===== config.mk =====
export PLATFORM = sky130hd
export DESIGN_NAME = sorted_timer_queue
export DESIGN_NICKNAME = d
export VERILOG_FILES = /design/src/design/stq_pkg.sv /design/src/design/stq_cell.sv /design/src/design/sorted_timer_queue.sv
export SDC_FILE = /design/constraint.sdc
export NUM_CORES = 2
export LEC_CHECK = 0
export ABC_AREA = 1
export BUFFER_PORTS_ARGS = -buffer_cell sky130_fd_sc_hd__buf_2
export CAP_MARGIN = 20
export CORE_MARGIN = 2
export CORE_UTILIZATION = 35
export DETAILED_ROUTE_END_ITERATION = 6
export SYNTH_ARGS = -nofsm -noshare
export SYNTH_HDL_FRONTEND = slang
export SYNTH_SLANG_ARGS = --single-unit

===== constraint.sdc =====
create_clock -name clk -period 11.5 [get_ports clk]
set_input_delay 0.575 -clock clk [delete_from_list [all_inputs] [get_ports clk]]
set_output_delay 0.575 -clock clk [all_outputs]
set_load 0.05 [all_outputs]

===== src/design/stq_pkg.sv =====
// Shared constants and types for the sorted timer queue.
`default_nettype none
package stq_pkg;

  // default sizes
  localparam int MAX_TIMERS_C = 16;
  localparam int ID_BITS_C    = 16;
  localparam int TIME_BITS_C  = 32;

  // fixed field widths
  localparam int FUNC_W = 3;
  localparam int AMT_W  = 24;
  localparam int REM_W  = 25;

  typedef logic [FUNC_W-1:0] func_t;

  localparam func_t FN_TICK     = 3'd0;
  localparam func_t FN_ADD_ONCE = 3'd1;
  localparam func_t FN_ADD_PER  = 3'd2;
  localparam func_t FN_REMOVE   = 3'd3;
  localparam func_t FN_QUERY    = 3'd4;

  localparam logic signed [REM_W-1:0] REM_MAX  = 25'sh0FFFFFF;
  localparam logic signed [REM_W-1:0] REM_MIN  = 25'sh1000000;
  localparam logic signed [REM_W-1:0] REM_NONE = 25'sh1FFFFFF;

  typedef enum logic [2:0] {
    ST_IDLE,
    ST_TICK,
    ST_REINS,
    ST_OP,
    ST_QRY,
    ST_DONE
  } st_t;

  typedef enum logic [1:0] {
    CO_HOLD,
    CO_INS,
    CO_DEL
  } cell_op_t;

  // broadcast control for every cell
  typedef struct packed {
    cell_op_t op;
    logic     by_id;
  } cell_ctl_t;

endpackage
`default_nettype wire


===== src/design/stq_cell.sv =====
// One queue slot: holds a timer and shifts with its neighbors on insert or delete.
`default_nettype none
module stq_cell
  import stq_pkg::*;
#(
  parameter int ID_BITS   = ID_BITS_C,
  parameter int TIME_BITS = TIME_BITS_C
) (
  input  logic                 clk,
  input  logic                 rst_n,
  input  cell_ctl_t            ctl,
  input  logic [ID_BITS-1:0]   new_id,
  input  logic [TIME_BITS-1:0] new_dl,
  input  logic [AMT_W-1:0]     new_iv,
  input  logic [ID_BITS-1:0]   key_id,
  input  logic                 left_valid,
  input  logic [ID_BITS-1:0]   left_id,
  input  logic [TIME_BITS-1:0] left_dl,
  input  logic [AMT_W-1:0]     left_iv,
  input  logic                 right_valid,
  input  logic [ID_BITS-1:0]   right_id,
  input  logic [TIME_BITS-1:0] right_dl,
  input  logic [AMT_W-1:0]     right_iv,
  input  logic                 ins_before_in,
  input  logic                 hit_in,
  input  logic [TIME_BITS-1:0] sel_dl_in,
  output logic                 valid,
  output logic [ID_BITS-1:0]   id,
  output logic [TIME_BITS-1:0] dl,
  output logic [AMT_W-1:0]     iv,
  output logic                 ins_before_out,
  output logic                 hit_out,
  output logic [TIME_BITS-1:0] sel_dl_out
);

  logic                 valid_r, valid_nxt;
  logic [ID_BITS-1:0]   id_r, id_nxt;
  logic [TIME_BITS-1:0] dl_r, dl_nxt;
  logic [AMT_W-1:0]     iv_r, iv_nxt;
  logic [TIME_BITS-1:0] diff;
  logic                 match;

  // new deadline at or after ours (signed wrap compare) keeps it behind us;
  // once a slot ahead has taken the insert point, every later slot shifts
  assign diff           = new_dl - dl_r;
  assign ins_before_out = ins_before_in || !(valid_r && !diff[TIME_BITS-1]);
  assign match          = ctl.by_id && valid_r && (id_r == key_id);
  assign hit_out        = hit_in | match;
  assign sel_dl_out     = (match && !hit_in) ? dl_r : sel_dl_in;

  assign valid = valid_r;
  assign id    = id_r;
  assign dl    = dl_r;
  assign iv    = iv_r;

  always_comb begin
    valid_nxt = valid_r;
    id_nxt    = id_r;
    dl_nxt    = dl_r;
    iv_nxt    = iv_r;
    case (ctl.op)
      CO_INS: begin
        if (ins_before_in) begin
          valid_nxt = left_valid;
          id_nxt    = left_id;
          dl_nxt    = left_dl;
          iv_nxt    = left_iv;
        end else if (ins_before_out) begin
          valid_nxt = 1'b1;
          id_nxt    = new_id;
          dl_nxt    = new_dl;
          iv_nxt    = new_iv;
        end
      end
      CO_DEL: begin
        if (hit_in || match) begin
          valid_nxt = right_valid;
          id_nxt    = right_id;
          dl_nxt    = right_dl;
          iv_nxt    = right_iv;
        end
      end
      default: begin
      end
    endcase
  end

  always_ff @(posedge clk) begin
    if (!rst_n) begin
      valid_r <= 1'b0;
    end else begin
      valid_r <= valid_nxt;
    end
  end

  always_ff @(posedge clk) begin
    id_r <= id_nxt;
    dl_r <= dl_nxt;
    iv_r <= iv_nxt;
  end

endmodule
`default_nettype wire


===== src/design/sorted_timer_queue.sv =====
// Top level of the sorted timer queue: command sequencer and the row of slots.
//
// Usage: drive in_func, in_amount_ms and in_timer_id and raise start while
// busy is low; that edge accepts the transaction. func 0 advances the clock
// by in_amount_ms and fires the head timer if due, 1/2 add a one-shot or
// periodic timer, 3 removes by id, 4 queries remaining milliseconds.
// Exactly one result comes back per transaction: out_valid is high for one
// cycle with all out_ fields; fields an operation does not set read 0.
// From accept, add, remove and undefined funcs pass through ST_OP to ST_DONE;
// tick goes through ST_TICK (and ST_REINS when a periodic timer is put back)
// to ST_DONE; query goes through ST_OP and ST_QRY to ST_DONE. busy stays high
// from accept through the result cycle, so the next transaction is taken only
// after the previous result. Each step is one pass of the slot row: every
// slot compares against the broadcast command and shifts from its left or
// right neighbor in the same cycle, so the states do not depend on MAX_TIMERS.
// The receiver cannot stall; the result is gone after its one cycle.
// Reset empties the queue, clears the clock and restarts ids at 1.
`default_nettype none
module sorted_timer_queue
  import stq_pkg::*;
#(
  parameter int MAX_TIMERS = MAX_TIMERS_C,
  parameter int ID_BITS    = ID_BITS_C,
  parameter int TIME_BITS  = TIME_BITS_C
) (
  input  logic                    clk,
  input  logic                    rst_n,
  input  logic                    start,
  output logic                    busy,
  input  logic [FUNC_W-1:0]       in_func,
  input  logic [AMT_W-1:0]        in_amount_ms,
  input  logic [ID_BITS-1:0]      in_timer_id,
  output logic                    out_valid,
  output logic                    out_fired,
  output logic [ID_BITS-1:0]      out_fired_id,
  output logic [ID_BITS-1:0]      out_new_id,
  output logic                    out_table_full,
  output logic                    out_found,
  output logic signed [REM_W-1:0] out_remaining_ms
);

  // width used to bring 24-bit amounts onto the time scale
  localparam int AXW = (TIME_BITS > AMT_W) ? TIME_BITS : AMT_W;
  // width for the saturating remaining-time compare
  localparam int SW  = (TIME_BITS > REM_W) ? TIME_BITS : REM_W;

  st_t state_r, state_nxt;

  logic [TIME_BITS-1:0]    now_r;
  logic [ID_BITS-1:0]      nid_r;
  func_t                   func_r;
  logic [AMT_W-1:0]        amt_r;
  logic [ID_BITS-1:0]      tid_r;
  logic [ID_BITS-1:0]      hold_id_r;
  logic [TIME_BITS-1:0]    hold_dl_r;
  logic [AMT_W-1:0]        hold_iv_r;
  logic [TIME_BITS-1:0]    qdl_r;
  logic                    fired_r;
  logic [ID_BITS-1:0]      fired_id_r;
  logic [ID_BITS-1:0]      new_id_r;
  logic                    full_r;
  logic                    found_r;
  logic signed [REM_W-1:0] rem_r;

  logic accept;
  assign accept = start && (state_r == ST_IDLE);
  assign busy   = (state_r != ST_IDLE);

  // amount and interval on the time scale
  logic [AXW-1:0]       in_amt_x, amt_x, hold_iv_x;
  logic [TIME_BITS-1:0] in_amt_t, amt_t, hold_iv_t;
  assign in_amt_x  = AXW'(in_amount_ms);
  assign amt_x     = AXW'(amt_r);
  assign hold_iv_x = AXW'(hold_iv_r);
  assign in_amt_t  = in_amt_x[TIME_BITS-1:0];
  assign amt_t     = amt_x[TIME_BITS-1:0];
  assign hold_iv_t = hold_iv_x[TIME_BITS-1:0];

  // slot row signals
  logic                 c_valid [MAX_TIMERS];
  logic [ID_BITS-1:0]   c_id    [MAX_TIMERS];
  logic [TIME_BITS-1:0] c_dl    [MAX_TIMERS];
  logic [AMT_W-1:0]     c_iv    [MAX_TIMERS];
  logic                 ins_ch  [MAX_TIMERS+1];
  logic                 hit_ch  [MAX_TIMERS+1];
  logic [TIME_BITS-1:0] sel_ch  [MAX_TIMERS+1];

  cell_ctl_t            ctl;
  logic                 del_head;
  logic [ID_BITS-1:0]   bc_id;
  logic [TIME_BITS-1:0] bc_dl;
  logic [AMT_W-1:0]     bc_iv;

  // head due test: deadline minus now <= 0
  logic [TIME_BITS-1:0] hd_diff;
  logic                 due;
  assign hd_diff = c_dl[0] - now_r;
  assign due     = c_valid[0] && (hd_diff[TIME_BITS-1] || (hd_diff == '0));

  // next id, wrapping past zero
  logic [ID_BITS-1:0] id_inc, id_calc;
  assign id_inc  = nid_r + ID_BITS'(1);
  assign id_calc = (id_inc == '0) ? ID_BITS'(1) : id_inc;

  logic is_add;
  assign is_add = (func_r == FN_ADD_ONCE) || (func_r == FN_ADD_PER);

  // broadcast entry for an insert: the reload in ST_REINS, otherwise an add
  always_comb begin
    if (state_r == ST_REINS) begin
      bc_id = hold_id_r;
      bc_dl = hold_dl_r + hold_iv_t;
      bc_iv = hold_iv_r;
    end else begin
      bc_id = id_calc;
      bc_dl = now_r + amt_t;
      bc_iv = (func_r == FN_ADD_PER) ? amt_r : '0;
    end
  end

  // chain ends: nothing ahead of slot 0; head delete forces a hit before slot 0
  assign ins_ch[0] = 1'b0;
  assign hit_ch[0] = del_head;
  assign sel_ch[0] = '0;

  for (genvar k = 0; k < MAX_TIMERS; k++) begin : g_slot
    logic                 lv, rv;
    logic [ID_BITS-1:0]   lid, rid;
    logic [TIME_BITS-1:0] ldl, rdl;
    logic [AMT_W-1:0]     liv, riv;

    if (k == 0) begin : g_first
      assign lv  = 1'b0;
      assign lid = '0;
      assign ldl = '0;
      assign liv = '0;
    end else begin : g_mid_l
      assign lv  = c_valid[k-1];
      assign lid = c_id[k-1];
      assign ldl = c_dl[k-1];
      assign liv = c_iv[k-1];
    end

    if (k == MAX_TIMERS-1) begin : g_last
      assign rv  = 1'b0;
      assign rid = '0;
      assign rdl = '0;
      assign riv = '0;
    end else begin : g_mid_r
      assign rv  = c_valid[k+1];
      assign rid = c_id[k+1];
      assign rdl = c_dl[k+1];
      assign riv = c_iv[k+1];
    end

    stq_cell #(
      .ID_BITS   (ID_BITS),
      .TIME_BITS (TIME_BITS)
    ) u_cell (
      .clk            (clk),
      .rst_n          (rst_n),
      .ctl            (ctl),
      .new_id         (bc_id),
      .new_dl         (bc_dl),
      .new_iv         (bc_iv),
      .key_id         (tid_r),
      .left_valid     (lv),
      .left_id        (lid),
      .left_dl        (ldl),
      .left_iv        (liv),
      .right_valid    (rv),
      .right_id       (rid),
      .right_dl       (rdl),
      .right_iv       (riv),
      .ins_before_in  (ins_ch[k]),
      .hit_in         (hit_ch[k]),
      .sel_dl_in      (sel_ch[k]),
      .valid          (c_valid[k]),
      .id             (c_id[k]),
      .dl             (c_dl[k]),
      .iv             (c_iv[k]),
      .ins_before_out (ins_ch[k+1]),
      .hit_out        (hit_ch[k+1]),
      .sel_dl_out     (sel_ch[k+1])
    );
  end

  logic full_now;
  assign full_now = c_valid[MAX_TIMERS-1];

  // next state
  always_comb begin
    state_nxt = state_r;
    case (state_r)
      ST_IDLE: begin
        if (start) begin
          state_nxt = (in_func == FN_TICK) ? ST_TICK : ST_OP;
        end
      end
      ST_TICK: begin
        state_nxt = (due && (c_iv[0] != '0)) ? ST_REINS : ST_DONE;
      end
      ST_REINS: state_nxt = ST_DONE;
      ST_OP: begin
        state_nxt = (func_r == FN_QUERY) ? ST_QRY : ST_DONE;
      end
      ST_QRY:  state_nxt = ST_DONE;
      ST_DONE: state_nxt = ST_IDLE;
      default: state_nxt = ST_IDLE;
    endcase
  end

  // slot-row command per state
  always_comb begin
    ctl.op    = CO_HOLD;
    ctl.by_id = 1'b0;
    del_head  = 1'b0;
    case (state_r)
      ST_TICK: begin
        if (due) begin
          ctl.op   = CO_DEL;
          del_head = 1'b1;
        end
      end
      ST_REINS: ctl.op = CO_INS;
      ST_OP: begin
        case (func_r)
          FN_ADD_ONCE, FN_ADD_PER: begin
            if (!full_now) ctl.op = CO_INS;
          end
          FN_REMOVE: begin
            ctl.op    = CO_DEL;
            ctl.by_id = 1'b1;
          end
          FN_QUERY: ctl.by_id = 1'b1;
          default: begin
          end
        endcase
      end
      default: begin
      end
    endcase
  end

  // saturated deadline minus now
  logic [TIME_BITS-1:0]    qdiff;
  logic signed [SW-1:0]    qd_x, rmax_x, rmin_x;
  logic signed [REM_W-1:0] rem_sat;
  assign qdiff  = qdl_r - now_r;
  assign qd_x   = SW'($signed(qdiff));
  assign rmax_x = SW'(REM_MAX);
  assign rmin_x = SW'(REM_MIN);
  assign rem_sat = (qd_x > rmax_x) ? REM_MAX :
                   (qd_x < rmin_x) ? REM_MIN : qd_x[REM_W-1:0];

  always_ff @(posedge clk) begin
    if (!rst_n) begin
      state_r <= ST_IDLE;
      now_r   <= '0;
      nid_r   <= '0;
    end else begin
      state_r <= state_nxt;
      if (accept && (in_func == FN_TICK)) now_r <= now_r + in_amt_t;
      if ((state_r == ST_OP) && is_add && !full_now) nid_r <= id_calc;
    end
  end

  // transaction and result registers
  always_ff @(posedge clk) begin
    if (accept) begin
      func_r     <= in_func;
      amt_r      <= in_amount_ms;
      tid_r      <= in_timer_id;
      fired_r    <= 1'b0;
      fired_id_r <= '0;
      new_id_r   <= '0;
      full_r     <= 1'b0;
      found_r    <= 1'b0;
      rem_r      <= '0;
    end
    case (state_r)
      ST_TICK: begin
        if (due) begin
          fired_r    <= 1'b1;
          fired_id_r <= c_id[0];
          hold_id_r  <= c_id[0];
          hold_dl_r  <= c_dl[0];
          hold_iv_r  <= c_iv[0];
        end
      end
      ST_OP: begin
        case (func_r)
          FN_ADD_ONCE, FN_ADD_PER: begin
            if (full_now) full_r <= 1'b1;
            else          new_id_r <= id_calc;
          end
          FN_REMOVE: found_r <= hit_ch[MAX_TIMERS];
          FN_QUERY: begin
            found_r <= hit_ch[MAX_TIMERS];
            qdl_r   <= sel_ch[MAX_TIMERS];
          end
          default: begin
          end
        endcase
      end
      ST_QRY: rem_r <= found_r ? rem_sat : REM_NONE;
      default: begin
      end
    endcase
  end

  assign out_valid        = (state_r == ST_DONE);
  assign out_fired        = fired_r;
  assign out_fired_id     = fired_id_r;
  assign out_new_id       = new_id_r;
  assign out_table_full   = full_r;
  assign out_found        = found_r;
  assign out_remaining_ms = rem_r;

endmodule
`default_nettype wire


==> parameters.txt <==
Parameter                              Value

Setup path
  Critical path startpoint category ... flop
  Worst-path maximum fanout ... 26
  Type of element capturing the critical path ... flop
  Top cell by count, worst path ... sky130_fd_sc_hd__nand2_1
  Buffer and inverter count on the worst path ... 8
  Register-to-register setup slack ... around 1.5 ns
  FF-to-FF Start ... now_r[0]$_SDFFE_PN0P_
  WP data required ... ~12 ns
  Capture instance of the worst register-to-register path ... g_slot[15].u_cell.iv[17]$_SDFFCE_PP0P_
  Stage delay of the slowest cell on the critical path ... ~0.57 ns
  Slowest stage cell, crit path ... sky130_fd_sc_hd__nor2_4
  Cell count along the critical path ... 52
  Gate family responsible for the most delay along the worst path ... simple AND/OR/NAND/NOR gates
  Critical path data arrival time ... between 10 and 15 ns
  Crit Path Class ... flop to flop
  Worst Reg2Reg Path Length in Cells ... 52

Route
  Via total after detailed routing ... 87.6k
  Number of violations reported at the end of detailed-routing iteration 0 ... ~13k
  Drt first pass iters ... 6
  Post-route DRC violation count ... 0
  Post-route ant nets ... 0
  Ratio of routed vias to standard cells ... about 6
  DRT Wirelength ... roughly 400 mm
  Drt wl/cell ... roughly 28 um

Floorplan
  Die Area ... roughly 270000 sq um
  Height of the die ... between 500 and 600 um
  Horiz. Die Dim ... just over 500 um
  Initial standard-cell utilization of the core ... 35.1%
  Count of boundary I/O pins ... approximately 110
  Core area ... ~260000 sq um
  Site Rows ... approximately 190

Pwr
  Power share of the combinational group ... between 40% and 50%
  Static Leak ... 42.5 nW
  Maximum vdd ir drop ... roughly 0.00021 V
  Total Power ... between 20 and 30 mW
  Total internal power ... roughly 15 mW
  Switching portion of total power ... between 40% and 50%
  PwrDens ... approximately 260 nW/um^2
  Sequential share of power ... a little over a third
  Share of power burned in the clock network ... approximately a fifth
  Power dissipated by switching net loads ... 12.3 mW

Hold path
  Worst Hold Class ... input port to flop
  Worst Hold Path Cells ... 3
  Worst hold path startpoint ... start
  Hold Crit Endpoint ... state_r[1]$_SDFFE_PN0P_

Placed design
  Estimated wirelength of the detail-placed design ... roughly 270 mm
  Gp weighted congestion ... between 0.9 and 1
  Count of buffers from port buffering ... 107

Clocking
  CTS tree ... built
  Max clock buf depth ... 3
  CTS buffer count ... between 150 and 200
  Clock input transition at the sequential cells of the worst setup and hold paths ... approximately 0.060 ns
  Later-pin clock latency in the skew report ... 0.89 ns
  TritonCTS sink count ... about 1.4k
  Number of H-tree levels ... 4
  CTS-repair resized insts ... 0
  Buffers inserted by post-CTS timing repair ... 0
  Root cell of the clock tree ... sky130_fd_sc_hd__clkbuf_16

Synth
  Number of synthesized flops with an enable pin ... between 1k and 1.5k
  Predominant post-synthesis flop cell ... sky130_fd_sc_hd__edfxtp_1
  Number of warning messages in the yosys log ... 0
  Fraction of the yosys area taken by sequential cells ... 45.0%
  Post-Synthesis Net Count ... around 11k
  Synth async-reset ratio ... 0%
  Area fraction of the dominant cell type after synthesis ... 42.8%
  Dominant cells by area after synthesis ... sky130_fd_sc_hd__edfxtp_1 43%, sky130_fd_sc_hd__ha_1 8.3%, sky130_fd_sc_hd__nand2_1 7.8%
  Number of distinct library cells after synthesis ... 68
  Number of synthesized register bits ... approximately 1.4k
  Ranking of synthesized cells by instance count ... 1938 x sky130_fd_sc_hd__nand2_1, 1353 x sky130_fd_sc_hd__inv_1, 1324 x sky130_fd_sc_hd__edfxtp_1
  Leading cell type by number of instances after synthesis ... sky130_fd_sc_hd__nand2_1
  Gate Count Post-Synth ... 10.7k
  Synthesized area ... 92900 sq um
  Leading area contributor after synthesis ... sky130_fd_sc_hd__edfxtp_1
  Mean instance size in the synthesized netlist ... roughly 8.6 sq um

GRT
  Met3 routing resource usage after global routing ... 7.62%
  Peak-usage layer in the global routing report ... met2
  Total global routing track utilization ... 28.2%
  Pin count of the biggest net entering global routing ... between 200 and 250
  Global-route wire length before repair ... 568 mm
  GR Util met2 ... a little over two fifths
  Number of antenna violations at the first check in global routing ... 21
  Number of global-route vias before repair ... ~83k
  Congestion Overflow GR ... 0
  Met1 layer usage reported by global route ... between 30% and 40%

STA
  Setup violations, final ... 0
  Total negative slack ... 0 ns
  Max Clock Skew ... 0.0580 ns
  Count of pins over their slew limit ... 0
  Period utilisation layout ... just under 90%
  Slew margin rel. ... a little under 6%
  Unrepaired setup endpoints after global routing ... no
  Final number of hold-violating endpoints ... 0
  Transition at the pin with the smallest max-transition slack ... around 1.4 ns
  Shortest period the worst path allows ... 10.01 ns
  Top achievable clock speed ... between 90 and 100 MHz

Finish
  Layout area overhead ... 11.2%
  Sequential cell area in the final layout ... around 42000 sq um
  Final Net Count ... ~11k
  Proportion of layout cells with a drive suffix above 1 ... under 10%
  Total area of multi-input combinational cells ... roughly 43000 sq um
  Number of filler instances in the final layout ... 26.5k

Outcome
  Status ... completed

Run
  MaxCap Viol Count ... 0
==> how the worst max path moves through the flow <==
stage | slack [ns] | startpoint | end
finish | 1.49 | now_r[0]$_SDFFE_PN0P_ | g_slot[15].u_cell.iv[17]$_SDFFCE_PP0P_
global route | 0.75 | now_r[1]$_SDFFE_PN0P_ | g_slot[15].u_cell.iv[4]$_SDFFCE_PP0P_
CTS | 1.73 | hold_iv_r[0]$_DFFE_PP_ | g_slot[15].u_cell.iv[17]$_SDFFCE_PP0P_
detailed placement | 1.79 | hold_iv_r[0]$_DFFE_PP_ | g_slot[15].u_cell.iv[17]$_SDFFCE_PP0P_
global placement | 1.92 | amt_r[0]$_DFFE_PP_ | g_slot[8].u_cell.iv[7]$_DFFE_PP_
floorplan | 1.36 | hold_iv_r[0]$_DFFE_PP_ | g_slot[7].u_cell.valid$_SDFFE_PN0P_
==> repair_timing <==
action / 4_1_cts / 5_1_grt
endpoints found under the setup margin: 0 / 0
hold endpoints to repair: 43 / 0
hold buffers: 43 / 0
==> worst min-delay path, stage by stage <==
cell	delay, ns
sky130_fd_sc_hd__buf_2	0.13
sky130_fd_sc_hd__nor2_1	0.16
sky130_fd_sc_hd__nor3b_1	0.07
==> metrics by stage <==
step | cells | instance area, sq um | utilization, % | setup slack (ns) | hold WS [ns]
after floorplan | 10743 | 92900 | - | 1.36 | 0.426
after global placement | 13884 | 97100 | 36.7 | 1.92 | 0.438
after detailed placement | 13888 | 97100 | 36.7 | 1.79 | 0.446
after CTS | 14246 | 103000 | 39.0 | 1.73 | 0.0713
after global routing | 14255 | 103000 | 39.0 | 0.750 | 0.112
final | 14260 | 103000 | 39.0 | 1.49 | 0.114
==> kinds of logic after synthesis <==
kind of cell,share of synthesized area [%]
muxes,0.0216
AOI/OAI and AO/OA,19.3
and+or+nand+nor,17.2
buffers and inverters,8.61
DFF,45.0
xor gates and xnor gates,1.43
adders and majority gates,8.42
==> registers in the layout, summed over array words and instances (netlist names), 24 cells and up <==
signal / cells
g_slot.u_cell.dl: 512
g_slot.u_cell.iv: 384
g_slot.u_cell.id: 256
hold_dl_r: 32
now_r: 32
qdl_r: 32
out_remaining_ms: 25
amt_r: 24
hold_iv_r: 24
==> metal layers <==
layer	up-vias	share of wire [%]
met5	-	0.044
met4	24	5.3
met3	1025	13
met2	5733	43
met1	42412	39
li1	38450	-
==> final cells by class <==
class	count	share of cell area, %
timing repair buffer	372	2.81
clock inverter	101	0.975
multi-input combinational	7223	42.0
antenna	6	0.0145
clock buffer	214	4.40
sequential	1426	40.5
inverter	1385	5.07
tap	3533	4.28
==> power by group through the flow <==
stage               logic (mW)  registers [mW]  clock network (mW)
floorplan                 6.79            9.15                   0
global route              12.7            9.51                5.78
finish                    11.8            9.40                5.56
CTS                       11.4            9.34                5.59
global placement          11.1            9.40                   0
detailed placement        11.3            9.43                   0
==> cells in the final DEF, fill, tap and decap left out, types with 197 or more instances in the layout <==
master / n
sky130_fd_sc_hd__nand3_1: 1100
sky130_fd_sc_hd__edfxtp_1: 1324
sky130_fd_sc_hd__ha_1: 616
sky130_fd_sc_hd__inv_1: 1342
sky130_fd_sc_hd__nor2_1: 370
sky130_fd_sc_hd__buf_4: 197
sky130_fd_sc_hd__o211ai_1: 382
sky130_fd_sc_hd__o21ai_0: 694
sky130_fd_sc_hd__a21oi_1: 653
sky130_fd_sc_hd__nand2_1: 1931
sky130_fd_sc_hd__o221ai_1: 546
(Power assumes the default switching activity.)
